[config.mk]
export PLATFORM = sky130hd
export DESIGN_NAME = ntpc_div
export DESIGN_NICKNAME = d
export VERILOG_FILES = /design/src/design/ntpc_pkg.sv /design/src/design/ntpc_div.sv
export SDC_FILE = /design/constraint.sdc
export NUM_CORES = 2
export LEC_CHECK = 0
export BUFFER_PORTS_ARGS = -buffer_cell sky130_fd_sc_hd__buf_2
export CAP_MARGIN = 5
export CORE_ASPECT_RATIO = 1.4
export CORE_UTILIZATION = 64
export DETAILED_ROUTE_END_ITERATION = 6
export HOLD_SLACK_MARGIN = 0.06
export PLACE_DENSITY = 0.87
export SYNTH_ARGS = -nofsm -noshare
export SYNTH_HDL_FRONTEND = slang
export SYNTH_SLANG_ARGS = --single-unit
[constraint.sdc]
create_clock -name clk -period 4.9 [get_ports clk]
set_input_delay 0.98 -clock clk [delete_from_list [all_inputs] [get_ports clk]]
set_output_delay 0.98 -clock clk [all_outputs]
set_load 0.01 [all_outputs]
[src/design/ntpc_pkg.sv]
// ---------------------------------------------------------------------------
// ntpc_pkg
// Shared constants and types of the nearest-turn position command core.
// ---------------------------------------------------------------------------
package ntpc_pkg;

  // default length of one turn, hundredths of a degree
  localparam int TURN_UNITS_DEF = 36000;

  // field widths
  localparam int POS_W      = 32;
  localparam int MIN_TIME_W = 17;
  localparam int SPEED_W    = 24;
  localparam int TIME_W     = 17;

  // stream packing
  localparam int IN_TDATA_W  = 112;
  localparam int OUT_TDATA_W = 56;
  localparam int TGT_LSB     = 0;
  localparam int MEAS_LSB    = 32;
  localparam int MINT_LSB    = 64;
  localparam int SPD_LSB     = 81;

  // configuration port
  localparam int CFG_ADDR_W = 3;
  localparam int CFG_DATA_W = 32;
  localparam logic [0:0] REG_POSITION_MODE = 1'b0;
  localparam logic       MODE_RESET        = 1'b1;

  // timing
  localparam int MS_PER_SEC    = 1000;
  localparam int MS_SCALE_W    = 10;
  localparam int TIME_FLOOR_MS = 100;
  localparam int TIME_CEIL_MS  = 120000;

  // payload riding alongside the angle reduction
  typedef struct packed {
    logic signed [POS_W-1:0] current;
    logic [MIN_TIME_W-1:0]   min_time;
    logic [SPEED_W-1:0]      speed;
    logic                    acc;
  } front_t;

  // payload riding alongside the divider
  typedef struct packed {
    logic signed [POS_W-1:0] pos;
    logic [MIN_TIME_W-1:0]   min_time;
    logic                    spd_zero;
    logic                    acc;
  } back_t;

  // one result
  typedef struct packed {
    logic                    acc;
    logic signed [POS_W-1:0] pos;
    logic [TIME_W-1:0]       move_time;
  } res_t;

endpackage

[src/design/ntpc_div.sv]
// ---------------------------------------------------------------------------
// ntpc_div
// Pipelined restoring divider, one quotient bit per stage.
// ---------------------------------------------------------------------------
module ntpc_div #(
  parameter int NUM_W = 26,
  parameter int DEN_W = ntpc_pkg::SPEED_W
) (
  input  logic             clk,
  input  logic             en,
  input  logic [NUM_W-1:0] num_i,
  input  logic [DEN_W-1:0] den_i,
  output logic [NUM_W-1:0] quo_o
);

  // numerator shifts out at the top while quotient bits shift in below
  logic [NUM_W-1:0] nq_r  [NUM_W];
  logic [NUM_W-1:0] nq_nxt[NUM_W];
  logic [DEN_W-1:0] rem_r  [NUM_W-1];
  logic [DEN_W-1:0] rem_nxt[NUM_W];
  logic [DEN_W-1:0] den_r  [NUM_W-1];

  for (genvar s = 0; s < NUM_W; s++) begin : g_stage
    logic [NUM_W-1:0] nq_prev;
    logic [DEN_W-1:0] rem_prev;
    logic [DEN_W-1:0] den_prev;
    logic [DEN_W:0]   rem_sh;
    logic [DEN_W:0]   rem_sub;
    logic             ge;

    if (s == 0) begin : g_first
      assign nq_prev  = num_i;
      assign rem_prev = '0;
      assign den_prev = den_i;
    end else begin : g_next
      assign nq_prev  = nq_r[s-1];
      assign rem_prev = rem_r[s-1];
      assign den_prev = den_r[s-1];
    end

    always_comb begin
      rem_sh     = {rem_prev, nq_prev[NUM_W-1]};
      rem_sub    = rem_sh - {1'b0, den_prev};
      ge         = (rem_sh >= {1'b0, den_prev});
      rem_nxt[s] = ge ? rem_sub[DEN_W-1:0] : rem_sh[DEN_W-1:0];
      nq_nxt[s]  = {nq_prev[NUM_W-2:0], ge};
    end

    always_ff @(posedge clk) begin
      if (en) begin
        nq_r[s] <= nq_nxt[s];
      end
    end

    if (s < NUM_W - 1) begin : g_carry
      always_ff @(posedge clk) begin
        if (en) begin
          rem_r[s] <= rem_nxt[s];
          den_r[s] <= den_prev;
        end
      end
    end
  end

  assign quo_o = nq_r[NUM_W-1];

endmodule

==> flow_metrics.tcl <==
set metrics [dict create \
    status "finished with violations" \
    violations "design-rule violations" \
    drt-vias-per-instance 6.109 \
    grt_pass1_wl_um 324200 \
    hold_viol_final 0 \
    endpoint_kind "register" \
    antenna_left 0 \
    setup-tns-final_ns 0 \
    drive_above_1_share_pct 9.656 \
    synth_edf_count 1876 \
    ys_async_sr_fraction_pct 0 \
    use_met2_pct 56.99 \
    period_minus_slack_ns 4.667 \
    row_count 164 \
    synth-seq-cells 1876 \
    synthSimpleGateAreaFrac_pct 7.292 \
    drt_first_iter_violations 3862 \
    critPathArrivalTime_ns 5.19 \
    die_w_um 323.3 \
    maxSlewViolCount 0 \
    antenna_found_initial 7 \
    htree_levels 4 \
    p_per_area_nw_per_um2 657.7 \
    drtPass1Iterations 7 \
    port_buffers 77 \
    holdCritPathClass "in2reg" \
    maxCapViolCount 0 \
    p_clk_share_pct 20.2 \
    gp_congestion 0.9786 \
    clk_path_buf_depth 3 \
    drc 5 \
    rsz0062_at_grt "false" \
    period_share_pct 95.24 \
    critical_path_buf_inv_count 2 \
    slowest_stage "edfxtp_1" \
    combPwrFrac_pct 42.5 \
    cts_buffers 172 \
    fp.dieArea_um2 146000 \
    start_util_pct 64.66 \
    placed_area_um2 95800 \
    tritoncts "yes" \
    area_delta_synth_final_pct 9.645 \
    grt_max_degree 134 \
    ys_warn_count 0 \
    hpwl_um 156100 \
    use_met1_pct 22.85 \
    p_seq_share_pct 37.3 \
    grt.total_usage_pct 29.35 \
    ir_drop_uv 450.6 \
    coreArea_um2 143000 \
    ios 78 \
    synthXorXnorAreaFrac_pct 4.262 \
    grt_pass1_vias 61210 \
    ys.flop_type "edfxtp_1" \
    synth_top_family_by_area "compound AO/OA/AOI/OAI gates" \
    fin_nets 8130 \
    fin_area_um2 101400 \
    setup_viol 0 \
    crit_path_max_incr_delay_ns 0.68 \
    die_height_um 451.8 \
    power.leakage_nw 40.52 \
    timing.fmax_mhz 214.3 \
    crit_path_start_kind "register" \
    switching_share_pct 36.23 \
    seq_area_frac_synth_pct 60.91 \
    path_class "reg2reg" \
    fin_skew_ns 0.03215 \
    root_buffer "clkbuf_16" \
    avgSynthCellArea_um2 12.80 \
    crit_chain "inv_1 > ha_1 > o21a_1 > o31a_1 > nor4_4 > o211ai_1 > a221o_1 > a31o_1 > nor3_1 > o21bai_1 > a211o_1 > buf_4 > mux2i_2" \
    relSlewSlack_pct 18.56 \
    netlist_area_um2 92480 \
    crit_path_max_fanout 16 \
    path_delay_family "compound AO/OA/AOI/OAI gates" \
    worst_pin_slew_ns 1.222 \
    cts_sinks 1876 \
    top_usage_layer "met2" \
    wl_um 214400 \
    p_int_mw 42.53 \
    syn_inst 7225 \
    synth_fa_ha_area_share_pct 8.664 \
    routedWlPerCell_um 22.57 \
    route.vias.total 58050 \
    synth_compound_area_share_pct 11.40 \
    synth_cell_types 93 \
    overflow 0 \
    synthMuxAreaShare_pct 3.804 \
    clk_latency_ns 0.84 \
    p_switching_mw 24.16 \
    synth_nets 7903 \
    use_met3_pct 4.748 \
    crit_required_ns 5.42 \
    clk_pin_slew_worst_paths_ns 0.06 \
]
[logic make-up after synthesis]
kind of cell	Yosys count
flip-flops	1876
XOR/XNOR	450
adder cells (fa/ha/maj)	626
buffers and inverters	875
multiplexers	305
AO/OA/AOI/OAI	1676
AND/OR/NAND/NOR	1417
[layer usage]
layer,routed length (µm),part of all wire [%]
met1,61520,29
met2,118900,55
met3,8170,3.8
met4,25790,12
met5,0,0
[flip-flops by register name, summed over array words and instances, names as in the netlist]
register	cells
nq_r	676
rem_r	600
den_r	600
[cells in the final DEF (no fill, tap or decap), drive strengths merged, types with 14 or more instances in the layout]
| cell | count |
|---|---|
| a211o | 14 |
| a21o | 206 |
| mux2i | 35 |
| edfxtp | 1876 |
| a31oi | 47 |
| a21oi | 465 |
| o211a | 15 |
| xnor2 | 261 |
| o21a | 102 |
| a21boi | 36 |
| ha | 602 |
| or3 | 27 |
| and3 | 35 |
| o31ai | 42 |
| nand4 | 86 |
| fa | 24 |
| nor3 | 90 |
| o31a | 34 |
| xor2 | 189 |
| nand3 | 111 |
| nand2b | 81 |
| a211oi | 32 |
| clkbuf | 207 |
| mux2 | 270 |
| nor2 | 355 |
| and2 | 20 |
| o21bai | 57 |
| nor2b | 91 |
| nor4 | 27 |
| inv | 764 |
| bufinv | 17 |
| clkinv | 64 |
| o211ai | 26 |
| buf | 176 |
| o21ai | 469 |
| nand2 | 443 |
| o41ai | 16 |
[cell usage after synthesis, types with 88 or more instances]
cell type	instances	area [µm²]
nor3_1	88	440.4
a21oi_1	464	2322
nand2_1	443	1663
mux2_2	223	2511
inv_1	752	2823
nor2b_1	91	569.3
ha_1	602	7532
o21a_1	101	758.2
a21o_1	205	1539
xnor2_1	261	2286
edfxtp_1	1876	56330
o21ai_0	455	2277
clkbuf_1	89	334.1
nand3_1	111	555.5
nor2_1	355	1333
xor2_1	189	1655
[stage by stage]
stage	hold WS, ns	cells	setup WS (ns)	util [%]	total power [mW]
2_1_floorplan	0.4003	7225	1.465	-	44.68
3_3_place_gp	0.4002	9186	-0.03497	66.98	51.28
3_5_place_dp	0.4045	9186	-0.09263	66.98	52.57
4_1_cts	0.2725	9499	0.1422	70.88	66.34
5_1_grt	0.2906	9501	0.09374	70.90	69.94
6_report	0.3254	9502	0.2330	70.90	66.69
[power groups by stage]
stage,Sequential [mW],Combinational [mW],Clock (mW)
after floorplan,24.1,20.6,0
after global placement,24.9,26.4,0
after detailed placement,25.1,27.5,0
after CTS,24.8,27.9,13.6
after global routing,25.1,30.6,14.2
final,24.9,28.3,13.5
[final timing paths]
kind / from / endpoint / slack (ns) / depth (start not counted)
worst max register to register: den_r[0][146] / rem_r[0][168] / 0.23 / 13
worst max-delay path: den_r[0][146] / rem_r[0][168] / 0.23 / 13
worst min-delay path: num_i[18] / nq_r[0][19] / 0.33 / 1
worst min register to register: nq_r[0][284] / nq_r[0][311] / 0.41 / 0
[worst register-to-register path, stage by stage (launching register included)]
cell and delay, ns:
edfxtp_1 0.68, inv_1 0.09, ha_1 0.36, o21a_1 0.21
o31a_1 0.15, nor4_4 0.23, o211ai_1 0.20, a221o_1 0.39
a31o_1 0.26, nor3_1 0.17, o21bai_1 0.09, a211o_1 0.52
buf_4 0.35, mux2i_2 0.65
[repair_timing]
action,in CTS,in global routing
endpoints found under the setup margin,2,2
gates resized for setup,2,1
buffers inserted,0,1
hold buffers,0,0
[cell type report]
type / instances / area (µm²)
tap: 1909 / 2389
timing repair buffer: 176 / 1431
clock inverter: 106 / 1096
antenna: 2 / 5.005
multi-input combinational: 4474 / 32840
clock buffer: 207 / 4478
inverter: 752 / 2823
sequential: 1876 / 56330
fill: 9107 / 41620
Power figures use the tool's default switching activity.
