File: config.mk
export PLATFORM = sky130hd
export DESIGN_NAME = ntpc_turn_reduce
export DESIGN_NICKNAME = d
export VERILOG_FILES = /design/src/design/ntpc_pkg.sv /design/src/design/ntpc_turn_reduce.sv
export SDC_FILE = /design/constraint.sdc
export NUM_CORES = 1
export LEC_CHECK = 0
export ABC_CLOCK_PERIOD_IN_PS = 15700
export BUFFER_PORTS_ARGS = -buffer_cell sky130_fd_sc_hd__buf_2
export CORE_ASPECT_RATIO = 1.1
export CORE_MARGIN = 10
export CORE_UTILIZATION = 50
export CTS_CLUSTER_DIAMETER = 50
export DETAILED_ROUTE_END_ITERATION = 7
export PLACE_DENSITY = 0.66
export REMOVE_ABC_BUFFERS = 1
export SLEW_MARGIN = 20
export SYNTH_ARGS = -nofsm -noshare
export SYNTH_HDL_FRONTEND = slang
export SYNTH_SLANG_ARGS = --single-unit
File: constraint.sdc
create_clock -name clk -period 15.7 [get_ports clk]
set_input_delay 1.57 -clock clk [delete_from_list [all_inputs] [get_ports clk]]
set_output_delay 1.57 -clock clk [all_outputs]
set_load 0.005 [all_outputs]
File: src/design/ntpc_pkg.sv
// ---------------------------------------------------------------------------
// ntpc_pkg
// Shared constants and types of the nearest-turn position command core.
// ---------------------------------------------------------------------------
package ntpc_pkg;

  // default length of one turn, hundredths of a degree
  localparam int TURN_UNITS_DEF = 36000;

  // field widths
  localparam int POS_W      = 32;
  localparam int MIN_TIME_W = 17;
  localparam int SPEED_W    = 24;
  localparam int TIME_W     = 17;

  // stream packing
  localparam int IN_TDATA_W  = 112;
  localparam int OUT_TDATA_W = 56;
  localparam int TGT_LSB     = 0;
  localparam int MEAS_LSB    = 32;
  localparam int MINT_LSB    = 64;
  localparam int SPD_LSB     = 81;

  // configuration port
  localparam int CFG_ADDR_W = 3;
  localparam int CFG_DATA_W = 32;
  localparam logic [0:0] REG_POSITION_MODE = 1'b0;
  localparam logic       MODE_RESET        = 1'b1;

  // timing
  localparam int MS_PER_SEC    = 1000;
  localparam int MS_SCALE_W    = 10;
  localparam int TIME_FLOOR_MS = 100;
  localparam int TIME_CEIL_MS  = 120000;

  // payload riding alongside the angle reduction
  typedef struct packed {
    logic signed [POS_W-1:0] current;
    logic [MIN_TIME_W-1:0]   min_time;
    logic [SPEED_W-1:0]      speed;
    logic                    acc;
  } front_t;

  // payload riding alongside the divider
  typedef struct packed {
    logic signed [POS_W-1:0] pos;
    logic [MIN_TIME_W-1:0]   min_time;
    logic                    spd_zero;
    logic                    acc;
  } back_t;

  // one result
  typedef struct packed {
    logic                    acc;
    logic signed [POS_W-1:0] pos;
    logic [TIME_W-1:0]       move_time;
  } res_t;

endpackage

File: src/design/ntpc_turn_reduce.sv
// ---------------------------------------------------------------------------
// ntpc_turn_reduce
// Four-stage floor modulo of a signed 32-bit angle by the turn length.
// ---------------------------------------------------------------------------
module ntpc_turn_reduce #(
  parameter int TURN_UNITS = ntpc_pkg::TURN_UNITS_DEF
) (
  input  logic                           clk,
  input  logic                           en,
  input  logic signed [31:0]             angle_i,
  output logic [$clog2(TURN_UNITS)-1:0]  turn_o
);

  localparam int RW = $clog2(TURN_UNITS);
  localparam int FL = $clog2(TURN_UNITS + 1) - 1;   // floor log2
  localparam int K  = 31 + FL;
  localparam int QB = 32 - FL;
  localparam logic [63:0] M64 = (64'd1 << K) / TURN_UNITS;
  localparam logic [63:0] C64 = (64'd1 << 31) % TURN_UNITS;
  localparam logic [31:0] RECIP  = M64[31:0];
  localparam logic [RW:0] TURN_V = (RW+1)'(TURN_UNITS);
  localparam logic [RW:0] OFFS_V = C64[RW:0];

  // offset binary: u = angle + 2^31, so angle mod T = (u mod T - 2^31 mod T) mod T
  logic [31:0]    u_nxt;
  logic [31:0]    u1_r, u2_r;
  logic [63:0]    prod_r;
  logic [QB-1:0]  q;
  logic [QB+RW:0] qt_full;
  logic [31:0]    qt_r;
  logic [31:0]    diff;
  logic [RW:0]    rem_nxt;
  logic [RW-1:0]  rem_r;
  logic [RW+1:0]  adj;
  logic [RW+1:0]  turn_nxt;
  logic [RW-1:0]  turn_r;

  assign u_nxt   = {~angle_i[31], angle_i[30:0]};
  assign q       = prod_r[K +: QB];
  assign qt_full = q * TURN_V;
  assign diff    = u2_r - qt_r;

  // quotient estimate is at most one low
  always_comb begin
    rem_nxt = diff[RW:0];
    if (rem_nxt >= TURN_V) begin
      rem_nxt = rem_nxt - TURN_V;
    end
  end

  always_comb begin
    adj      = {2'b00, rem_r} - {1'b0, OFFS_V};
    turn_nxt = adj;
    if (adj[RW+1]) begin
      turn_nxt = adj + {1'b0, TURN_V};
    end
  end

  always_ff @(posedge clk) begin
    if (en) begin
      u1_r   <= u_nxt;
      prod_r <= u_nxt * RECIP;
      u2_r   <= u1_r;
      qt_r   <= qt_full[31:0];
      rem_r  <= rem_nxt[RW-1:0];
      turn_r <= turn_nxt[RW-1:0];
    end
  end

  assign turn_o = turn_r;

endmodule

==> insert_results.sql, run 1 <==
INSERT INTO impl_metrics (metric_group, metric, value, unit) VALUES
('global_route', 'track_usage', '17.99', '%'),
('placement', 'portBuffers', '49', ''),
('timing', 'totalNegativeSetupSlack', '0', 'ns'),
('min_path', 'worst_hold_path.endpoint', 'u2_r[6]', ''),
('logic_synthesis', 'post_synth_inst_count', '1677', ''),
('global_route', 'grtUsageMet3', '2.805', '%'),
('global_route', 'largest_net_degree_at_the_start_of_global_routing', '91', ''),
('cts', 'cts_hold_buf', '0', ''),
('detailed_routing', 'antenna_left', '0', ''),
('timing', 'setup_violations', '0', ''),
('detailed_routing', 'dr.first_iter.drc_count', '529', ''),
('global_route', 'grt_pass1_vias', '12970', ''),
('placement', 'hpwl', '31260', 'microns'),
('worst_setup_path', 'worstPathBufferInverterCount', '7', ''),
('timing', 'grt_setup_unrepaired', 'false', ''),
('min_path', 'worstHoldPathType', 'reg -> reg', ''),
('floorplanning', 'die-height', '219.7', 'microns'),
('logic_synthesis', 'yosysTopAreaCellShare', '32.70', '%'),
('finish', 'antennaDiodeCount', '0', ''),
('finish', 'synthToLayoutAreaGrowth', '6.220', '%'),
('timing', 'final-max-slew-violation-count', '0', ''),
('logic_synthesis', 'yosysWarnings', '0', ''),
('cts', 'cts_tree', 'built', ''),
('min_path', 'worst_hold_path.num_cells', '0', ''),
('timing', 'final_min_period_over_clock_period', '52.99', '%'),
('timing', 'final_worst_path_period_need', '8.319', 'ns'),
('worst_setup_path', 'critical_path.reg2reg.startpoint', 'prod_r[46]', ''),
('floorplanning', 'die_w', '201.5', 'microns'),
('cts', 'tritoncts_num_sinks', '90', ''),
('floorplanning', 'row_count', '73', ''),
('cts', 'clockBufferDepth', '2', ''),
('worst_setup_path', 'critical_path.reg2reg.endpoint', 'qt_r[16]', ''),
('global_route', 'grt_pass1_wl', '63800', 'microns'),
('min_path', 'hold_path.startpoint', 'u1_r[6]', ''),
('worst_setup_path', 'crit_slowest_cell', 'sky130_fd_sc_hd__fa_1', ''),
('global_route', 'grt.overflow.total', '0', ''),
('logic_synthesis', 'synth-main-ff-cell', 'sky130_fd_sc_hd__edfxtp_1', ''),
('cts', 'ctsHtreeMaxLevel', '3', ''),
('logic_synthesis', 'yosys-top-cells-area', 'sky130_fd_sc_hd__fa_1 33%, sky130_fd_sc_hd__ha_1 28%, sky130_fd_sc_hd__edfxtp_1 15%', ''),
('outcome', 'outcome', 'complete, no violations', ''),
('detailed_routing', 'drc', '0', ''),
('cts', 'post_cts_resized', '0', ''),
('worst_setup_path', 'crit_chain', 'buf_2 -> inv_1 -> fa_1 -> inv_1 -> fa_1 -> fa_1 -> fa_1 -> inv_1 -> fa_1 -> fa_1 -> inv_1 -> fa_1 -> inv_1 -> fa_1 -> inv_1 -> ha_1 -> nand3_1 -> or3_1 -> a2111oi_0 -> nor3_1 -> o31ai_2 -> a211oi_1 -> xnor2_1', ''),
('detailed_routing', 'routed-via-count', '11500', ''),
('global_route', 'met2_resource_use_gr', '33.60', '%'),
('job', 'maxCapViolations', '0', ''),
('logic_synthesis', 'synth-seq-cells', '90', ''),
('worst_setup_path', 'worst-endpoint-arrival', '8.42', 'ns'),
('worst_setup_path', 'crit_family', 'adder cells', ''),
('floorplanning', 'core', '0.03599', 'sq mm'),
('detailed_routing', 'detail_route.wirelength', '37250', 'microns'),
('worst_setup_path', 'ff2ff_path_depth', '14', ''),
('timing', 'worst-slew-pin-transition', '0.7859', 'ns'),
('global_route', 'grt-busiest-layer', 'met2', ''),
('cts', 'clk_root_buffer_cell', 'sky130_fd_sc_hd__clkbuf_16', ''),
('floorplanning', 'fp.dieArea', '0.04427', 'sq mm'),
('timing', 'worst_clock_skew', '0.01187', 'ns'),
('finish', 'area.sequential', '0.002703', 'sq mm'),
('logic_synthesis', 'synth_enable_flop_cells', '90', ''),
('cts', 'cts_setup_buffers', '0', ''),
('global_route', 'antenna_found_initial', '0', ''),
('worst_setup_path', 'crit_path_max_fanout', '11', ''),
('logic_synthesis', 'synth_seq_area_share', '14.91', '%'),
('timing', 'timing.max_slew.rel_slack', '47.61', '%'),
('worst_setup_path', 'worstPathRequired', '15.80', 'ns'),
('finish', 'multi_input_area', '0.01349', 'sq mm'),
('finish', 'finish.net_count', '2464', ''),
('cts', 'cts-buffers-inserted', '9', ''),
('finish', 'drive_gt1_share', '4.669', '%'),
('detailed_routing', 'first_pass_iters', '5', ''),
('logic_synthesis', 'synth.distinct_cells', '60', '');
## final cells by class
cell class | instances | share of cell area (%)
clock buffers | 9 | 1.170
inverters | 505 | 9.847
flip-flops and latches | 90 | 14.04
clock inverters | 7 | 0.4225
repair buffers | 49 | 1.306
well taps | 487 | 3.165
multi-input cells | 1075 | 70.05
## placed cells by master, fill, tap and decap left out, types with 3 or more instances in the layout
master,count
sky130_fd_sc_hd__nand3_1,11
sky130_fd_sc_hd__nand4_1,6
sky130_fd_sc_hd__a211oi_1,10
sky130_fd_sc_hd__buf_2,48
sky130_fd_sc_hd__inv_1,505
sky130_fd_sc_hd__o21ai_0,29
sky130_fd_sc_hd__o21a_1,11
sky130_fd_sc_hd__xnor2_1,56
sky130_fd_sc_hd__nor4_1,4
sky130_fd_sc_hd__xor2_1,10
sky130_fd_sc_hd__edfxtp_1,90
sky130_fd_sc_hd__nor2b_1,5
sky130_fd_sc_hd__nand2_1,22
sky130_fd_sc_hd__a31oi_1,7
sky130_fd_sc_hd__a21oi_1,51
sky130_fd_sc_hd__fa_1,296
sky130_fd_sc_hd__a21o_1,30
sky130_fd_sc_hd__nor3_1,18
sky130_fd_sc_hd__or3_1,3
sky130_fd_sc_hd__o21bai_1,11
sky130_fd_sc_hd__and3_1,6
sky130_fd_sc_hd__ha_1,404
sky130_fd_sc_hd__a211oi_2,3
sky130_fd_sc_hd__o211ai_1,10
sky130_fd_sc_hd__nor2_1,31
sky130_fd_sc_hd__clkbuf_16,9
## metrics by stage
stage / hold slack [ns] / util, % / setup WS (ns) / instances
final: 0.4109 / 53.49 / 7.381 / 2222
after global routing: 0.4188 / 53.49 / 6.990 / 2222
after CTS: 0.4137 / 53.48 / 7.391 / 2222
after detailed placement: 0.4045 / 52.63 / 7.005 / 2206
after global placement: 0.4018 / 52.63 / 7.212 / 2206
after floorplan: 0.4003 / - / 7.885 / 1670
## cell families after synthesis
family / after synthesis / synth area share (%)
AO/OA/AOI/OAI: 190 / 7.256
XOR/XNOR: 66 / 3.189
adder cells (fa/ha/maj): 700 / 60.59
buffers and inverters: 512 / 10.68
flip-flops: 90 / 14.91
multiplexers: 1 / 0.06213
AND/OR/NAND/NOR: 118 / 3.314
## worst max-delay path by stage
stage / startpoint / end / slack (ns) / cells after the start
floorplan: angle_i[1] / prod_r[51] / 7.88 / 22
global placement: angle_i[3] / prod_r[54] / 7.21 / 25
detailed placement: angle_i[2] / prod_r[54] / 7.00 / 25
CTS: angle_i[2] / prod_r[54] / 7.39 / 25
global route: angle_i[3] / prod_r[51] / 6.99 / 23
finish: angle_i[3] / prod_r[51] / 7.38 / 23
## metal layers
layer | part of all wire (%) | routed length [microns]
met3 | 4.2 | 1548
met2 | 52 | 19450
met4 | 1.9 | 724
met1 | 42 | 15530
met5 | 0 | 0
## state kept, by name, summed over array words and instances, names as in the netlist
register / count
prod_r: 12
qt_r: 12
rem_r: 16
turn_o: 16
u1_r: 17
u2_r: 17
Power of run 1 is not shown: default switching activity piles up to over one toggle a cycle in this logic, so the estimate is an artifact.
==> run 2, diff against run 1 <==
Settings changed: ABC_AREA set to 1, ABC_CLOCK_PERIOD_IN_PS 15700 to 8300.
Clock period 15.7 ns to 8.3 ns, I/O delays scaled along.
==> run 2 against run 1 <==
  * Die area rose by 7.1%
  * First-iteration DRC count rose by 11%
  * Worst hold slack improved by 0.0046 ns
  * Register-to-register slack worse by 7.5 ns
  * Routed wire length grew 27%
  * Global-route usage grew 2.7 points
  * Area after synthesis rose by 7.9%
  * Worst setup slack got worse by 6.2 ns
  * Flip-flop and latch count did not move
  * Critical path type unchanged
  * Highest routed layer unchanged
==> insert_results.sql, run 2 <==
INSERT INTO impl_metrics (metric_group, metric, value, unit) VALUES
('floorplanning', 'core', '0.03838', 'sq mm'),
('min_path', 'worstHoldPathType', 'reg -> reg', ''),
('finish', 'drive_gt1_share', '3.973', '%'),
('floorplanning', 'die_w', '208.5', 'microns'),
('cts', 'clk_root_buffer_cell', 'sky130_fd_sc_hd__clkbuf_16', ''),
('worst_setup_path', 'cpMostUsedCell', 'sky130_fd_sc_hd__fa_1', ''),
('global_route', 'grt_pass1_wl', '77660', 'microns'),
('finish', 'filler_cell_count', '3480', ''),
('finish', 'finish.net_count', '2944', ''),
('global_route', 'antenna_found_initial', '0', ''),
('floorplanning', 'initial_util', '50.93', '%'),
('placement', 'hpwl', '41050', 'microns'),
('logic_synthesis', 'postSynthAreaPerCell', '9.131', 'sq um'),
('cts', 'cts_setup_buffers', '0', ''),
('detailed_routing', 'first_pass_iters', '5', ''),
('logic_synthesis', 'synth.cell_area', '0.01955', 'sq mm'),
('timing', 'timing.final.hold_violations', '0', ''),
('logic_synthesis', 'yosysTopAreaCellShare', '30.31', '%'),
('detailed_routing', 'viasPerCell', '5.130', ''),
('worst_setup_path', 'crit_path_max_fanout', '12', ''),
('worst_setup_path', 'worstSetupPathDepth', '25', ''),
('timing', 'grt_setup_unrepaired', 'false', ''),
('logic_synthesis', 'leading_cell_type_by_number_of_instances_after_synthesis', 'sky130_fd_sc_hd__inv_1', ''),
('worst_setup_path', 'startpoint_type', 'input pin', ''),
('detailed_routing', 'routed-via-count', '13930', ''),
('finish', 'layout_commonest_cell', 'sky130_fd_sc_hd__inv_1', ''),
('global_route', 'grt.overflow.total', '0', ''),
('cts', 'cts-buffers-inserted', '9', ''),
('global_route', 'grt_pass1_vias', '15290', ''),
('detailed_routing', 'wl_per_cell', '17.36', 'microns'),
('worst_setup_path', 'worstPathBufferInverterCount', '8', ''),
('worst_setup_path', 'critical_path_class', 'in -> reg', ''),
('worst_setup_path', 'crit_slowest_cell', 'sky130_fd_sc_hd__fa_1', ''),
('cts', 'clockBufferDepth', '2', ''),
('logic_synthesis', 'synth_async_sr_flop_share', '0', '%'),
('timing', 'worst_clock_skew', '0.008429', 'ns'),
('timing', 'final-max-slew-violation-count', '0', ''),
('floorplanning', 'die-height', '227.4', 'microns'),
('cts', 'post_cts_resized', '0', ''),
('cts', 'tritoncts_num_sinks', '90', ''),
('cts', 'cts_tree', 'built', ''),
('worst_setup_path', 'worstPathRequired', '8.40', 'ns'),
('logic_synthesis', 'synth-main-ff-cell', 'sky130_fd_sc_hd__edfxtp_1', ''),
('cts', 'clock_latency', '0.35', 'ns'),
('worst_setup_path', 'ff2ff_path_depth', '15', ''),
('detailed_routing', 'dr.first_iter.drc_count', '589', ''),
('outcome', 'outcome', 'complete, no violations', ''),
('global_route', 'largest_net_degree_at_the_start_of_global_routing', '58', ''),
('timing', 'hold_slack', '0.4155', 'ns'),
('logic_synthesis', 'synth_enable_flop_cells', '90', ''),
('worst_setup_path', 'critPathCaptureType', 'flip-flop', ''),
('detailed_routing', 'antenna_left', '0', ''),
('worst_setup_path', 'worst_path_largest_cell_delay', '0.56', 'ns'),
('finish', 'final_core_utilization', '54.17', '%'),
('finish', 'registers_with_the_highest_flip_flop_counts', 'u1_r (17), u2_r (17)', ''),
('timing', 'final_min_period_over_clock_period', '85.18', '%'),
('detailed_routing', 'detail_route.wirelength', '47130', 'microns'),
('logic_synthesis', 'post-synth-top-area-cell', 'sky130_fd_sc_hd__fa_1', ''),
('worst_setup_path', 'crit_family', 'adder cells', ''),
('logic_synthesis', 'yosysWarnings', '0', ''),
('logic_synthesis', 'post_synth_inst_count', '2141', ''),
('finish', 'synthToLayoutAreaGrowth', '6.349', '%'),
('cts', 'ctsHtreeMaxLevel', '3', ''),
('logic_synthesis', 'yosys-top-cells-area', 'sky130_fd_sc_hd__fa_1 30%, sky130_fd_sc_hd__ha_1 26%, sky130_fd_sc_hd__edfxtp_1 14%', ''),
('finish', 'antennaDiodeCount', '0', ''),
('floorplanning', 'pin_count', '50', ''),
('cts', 'cts_hold_buf', '0', ''),
('timing', 'worst-slew-pin-transition', '0.7217', 'ns'),
('min_path', 'worst_hold_path.num_cells', '0', ''),
('timing', 'timing.max_slew.rel_slack', '51.89', '%'),
('floorplanning', 'fp.dieArea', '0.04742', 'sq mm'),
('timing', 'setup_violations', '0', ''),
('logic_synthesis', 'synth.distinct_cells', '34', ''),
('detailed_routing', 'drc', '0', ''),
('logic_synthesis', 'synth_seq_area_share', '13.82', '%'),
('placement', 'globalplace.congestion', '0.9873', ''),
('logic_synthesis', 'synth-seq-cells', '90', ''),
('job', 'maxCapViolations', '0', ''),
('finish', 'layout_common_cells', '622 x sky130_fd_sc_hd__inv_1, 404 x sky130_fd_sc_hd__ha_1, 296 x sky130_fd_sc_hd__fa_1, 288 x sky130_fd_sc_hd__nand2_1, 103 x sky130_fd_sc_hd__nor2_1', ''),
('timing', 'fmax', '141.4', 'MHz'),
('logic_synthesis', 'synth_common_cells', '622 x sky130_fd_sc_hd__inv_1, 404 x sky130_fd_sc_hd__ha_1, 296 x sky130_fd_sc_hd__fa_1, 288 x sky130_fd_sc_hd__nand2_1, 103 x sky130_fd_sc_hd__nor2_1', ''),
('floorplanning', 'row_count', '75', ''),
('global_route', 'track_usage', '20.66', '%'),
('cts', 'clk_pin_slew', '0.07', 'ns'),
('timing', 'final_worst_path_period_need', '7.070', 'ns'),
('worst_setup_path', 'worst-endpoint-arrival', '7.17', 'ns'),
('timing', 'totalNegativeSetupSlack', '0', 'ns'),
('placement', 'portBuffers', '49', '');
run 2: changes by cell type after synthesis, sizes merged, moves of 9 or more:
cell / before / now
nor2: 32 / 105
nand2: 22 / 295
nand3: 11 / 68
xnor2: 56 / 22
nand4: 6 / 23
a211oi: 13 / 3
a21oi: 52 / 80
o21a: 11 / 2
a21o: 30 / 9
inv: 505 / 622
xor2: 10 / 28
run 2: final timing paths:
kind	start	endpoint	slack, ns
setup / recovery	angle_i[2]	prod_r[53]	1.23
hold / removal	u1_r[0]	u2_r[0]	0.42
setup reg to reg	prod_r[47]	qt_r[15]	4.62
hold reg to reg	u1_r[0]	u2_r[0]	0.42
run 2: logic make-up (layout without fill, tap and decap cells):
| family | Yosys count | count (layout) | share of synthesized area [%] |
|---|---|---|---|
| adders and majority gates | 700 | 700 | 56.17 |
| xor gates and xnor gates | 50 | 50 | 2.240 |
| AOI/OAI and AO/OA | 159 | 159 | 4.589 |
| and+or+nand+nor | 516 | 516 | 11.09 |
| DFF | 90 | 90 | 13.82 |
| buffers and inverters | 626 | 700 | 12.08 |
run 2: area by class of cell:
class	count	area, sq um	share of cell area (%)
Tap cell	500	625.6	3.009
Timing Repair Buffer	61	337.8	1.625
Inverter	623	2338	11.25
Clock buffer	9	225.2	1.083
Multi-Input combinational cell	1425	14480	69.67
Clock inverter	7	76.32	0.3671
Sequential cell	90	2703	13.00
run 2: routing by layer:
| metal | wire length, microns | vias up | part of all wire, % | track usage (%) |
|---|---|---|---|---|
| met5 | 0 | - | 0 | 0 |
| met4 | 2330 | 0 | 4.9 | 8.730 |
| met3 | 1786 | 105 | 3.8 | 2.878 |
| met2 | 24090 | 293 | 51 | 38.36 |
| met1 | 18920 | 6747 | 40 | 23.32 |
| li1 | - | 6782 | - | - |
run 2: through the flow:
stage | setup WS, ns | instance area [sq um] | cells
after floorplan | 1.724 | 19530 | 2138
after global placement | 0.9590 | 20490 | 2699
after detailed placement | 0.9084 | 20490 | 2699
after CTS | 1.248 | 20790 | 2715
after global routing | 0.8734 | 20790 | 2715
final | 1.230 | 20790 | 2715
run 2: worst reg2reg max path, delay by kind of cell (launching register included):
family,cells,cell delay [ns]
buf+inv,3,0.14
xor+xnor,1,0.14
simple gates,2,0.15
compound gates,3,0.53
fa+ha+maj,6,1.96
flops,1,0.52
Power of run 2 is left out for the same reason.
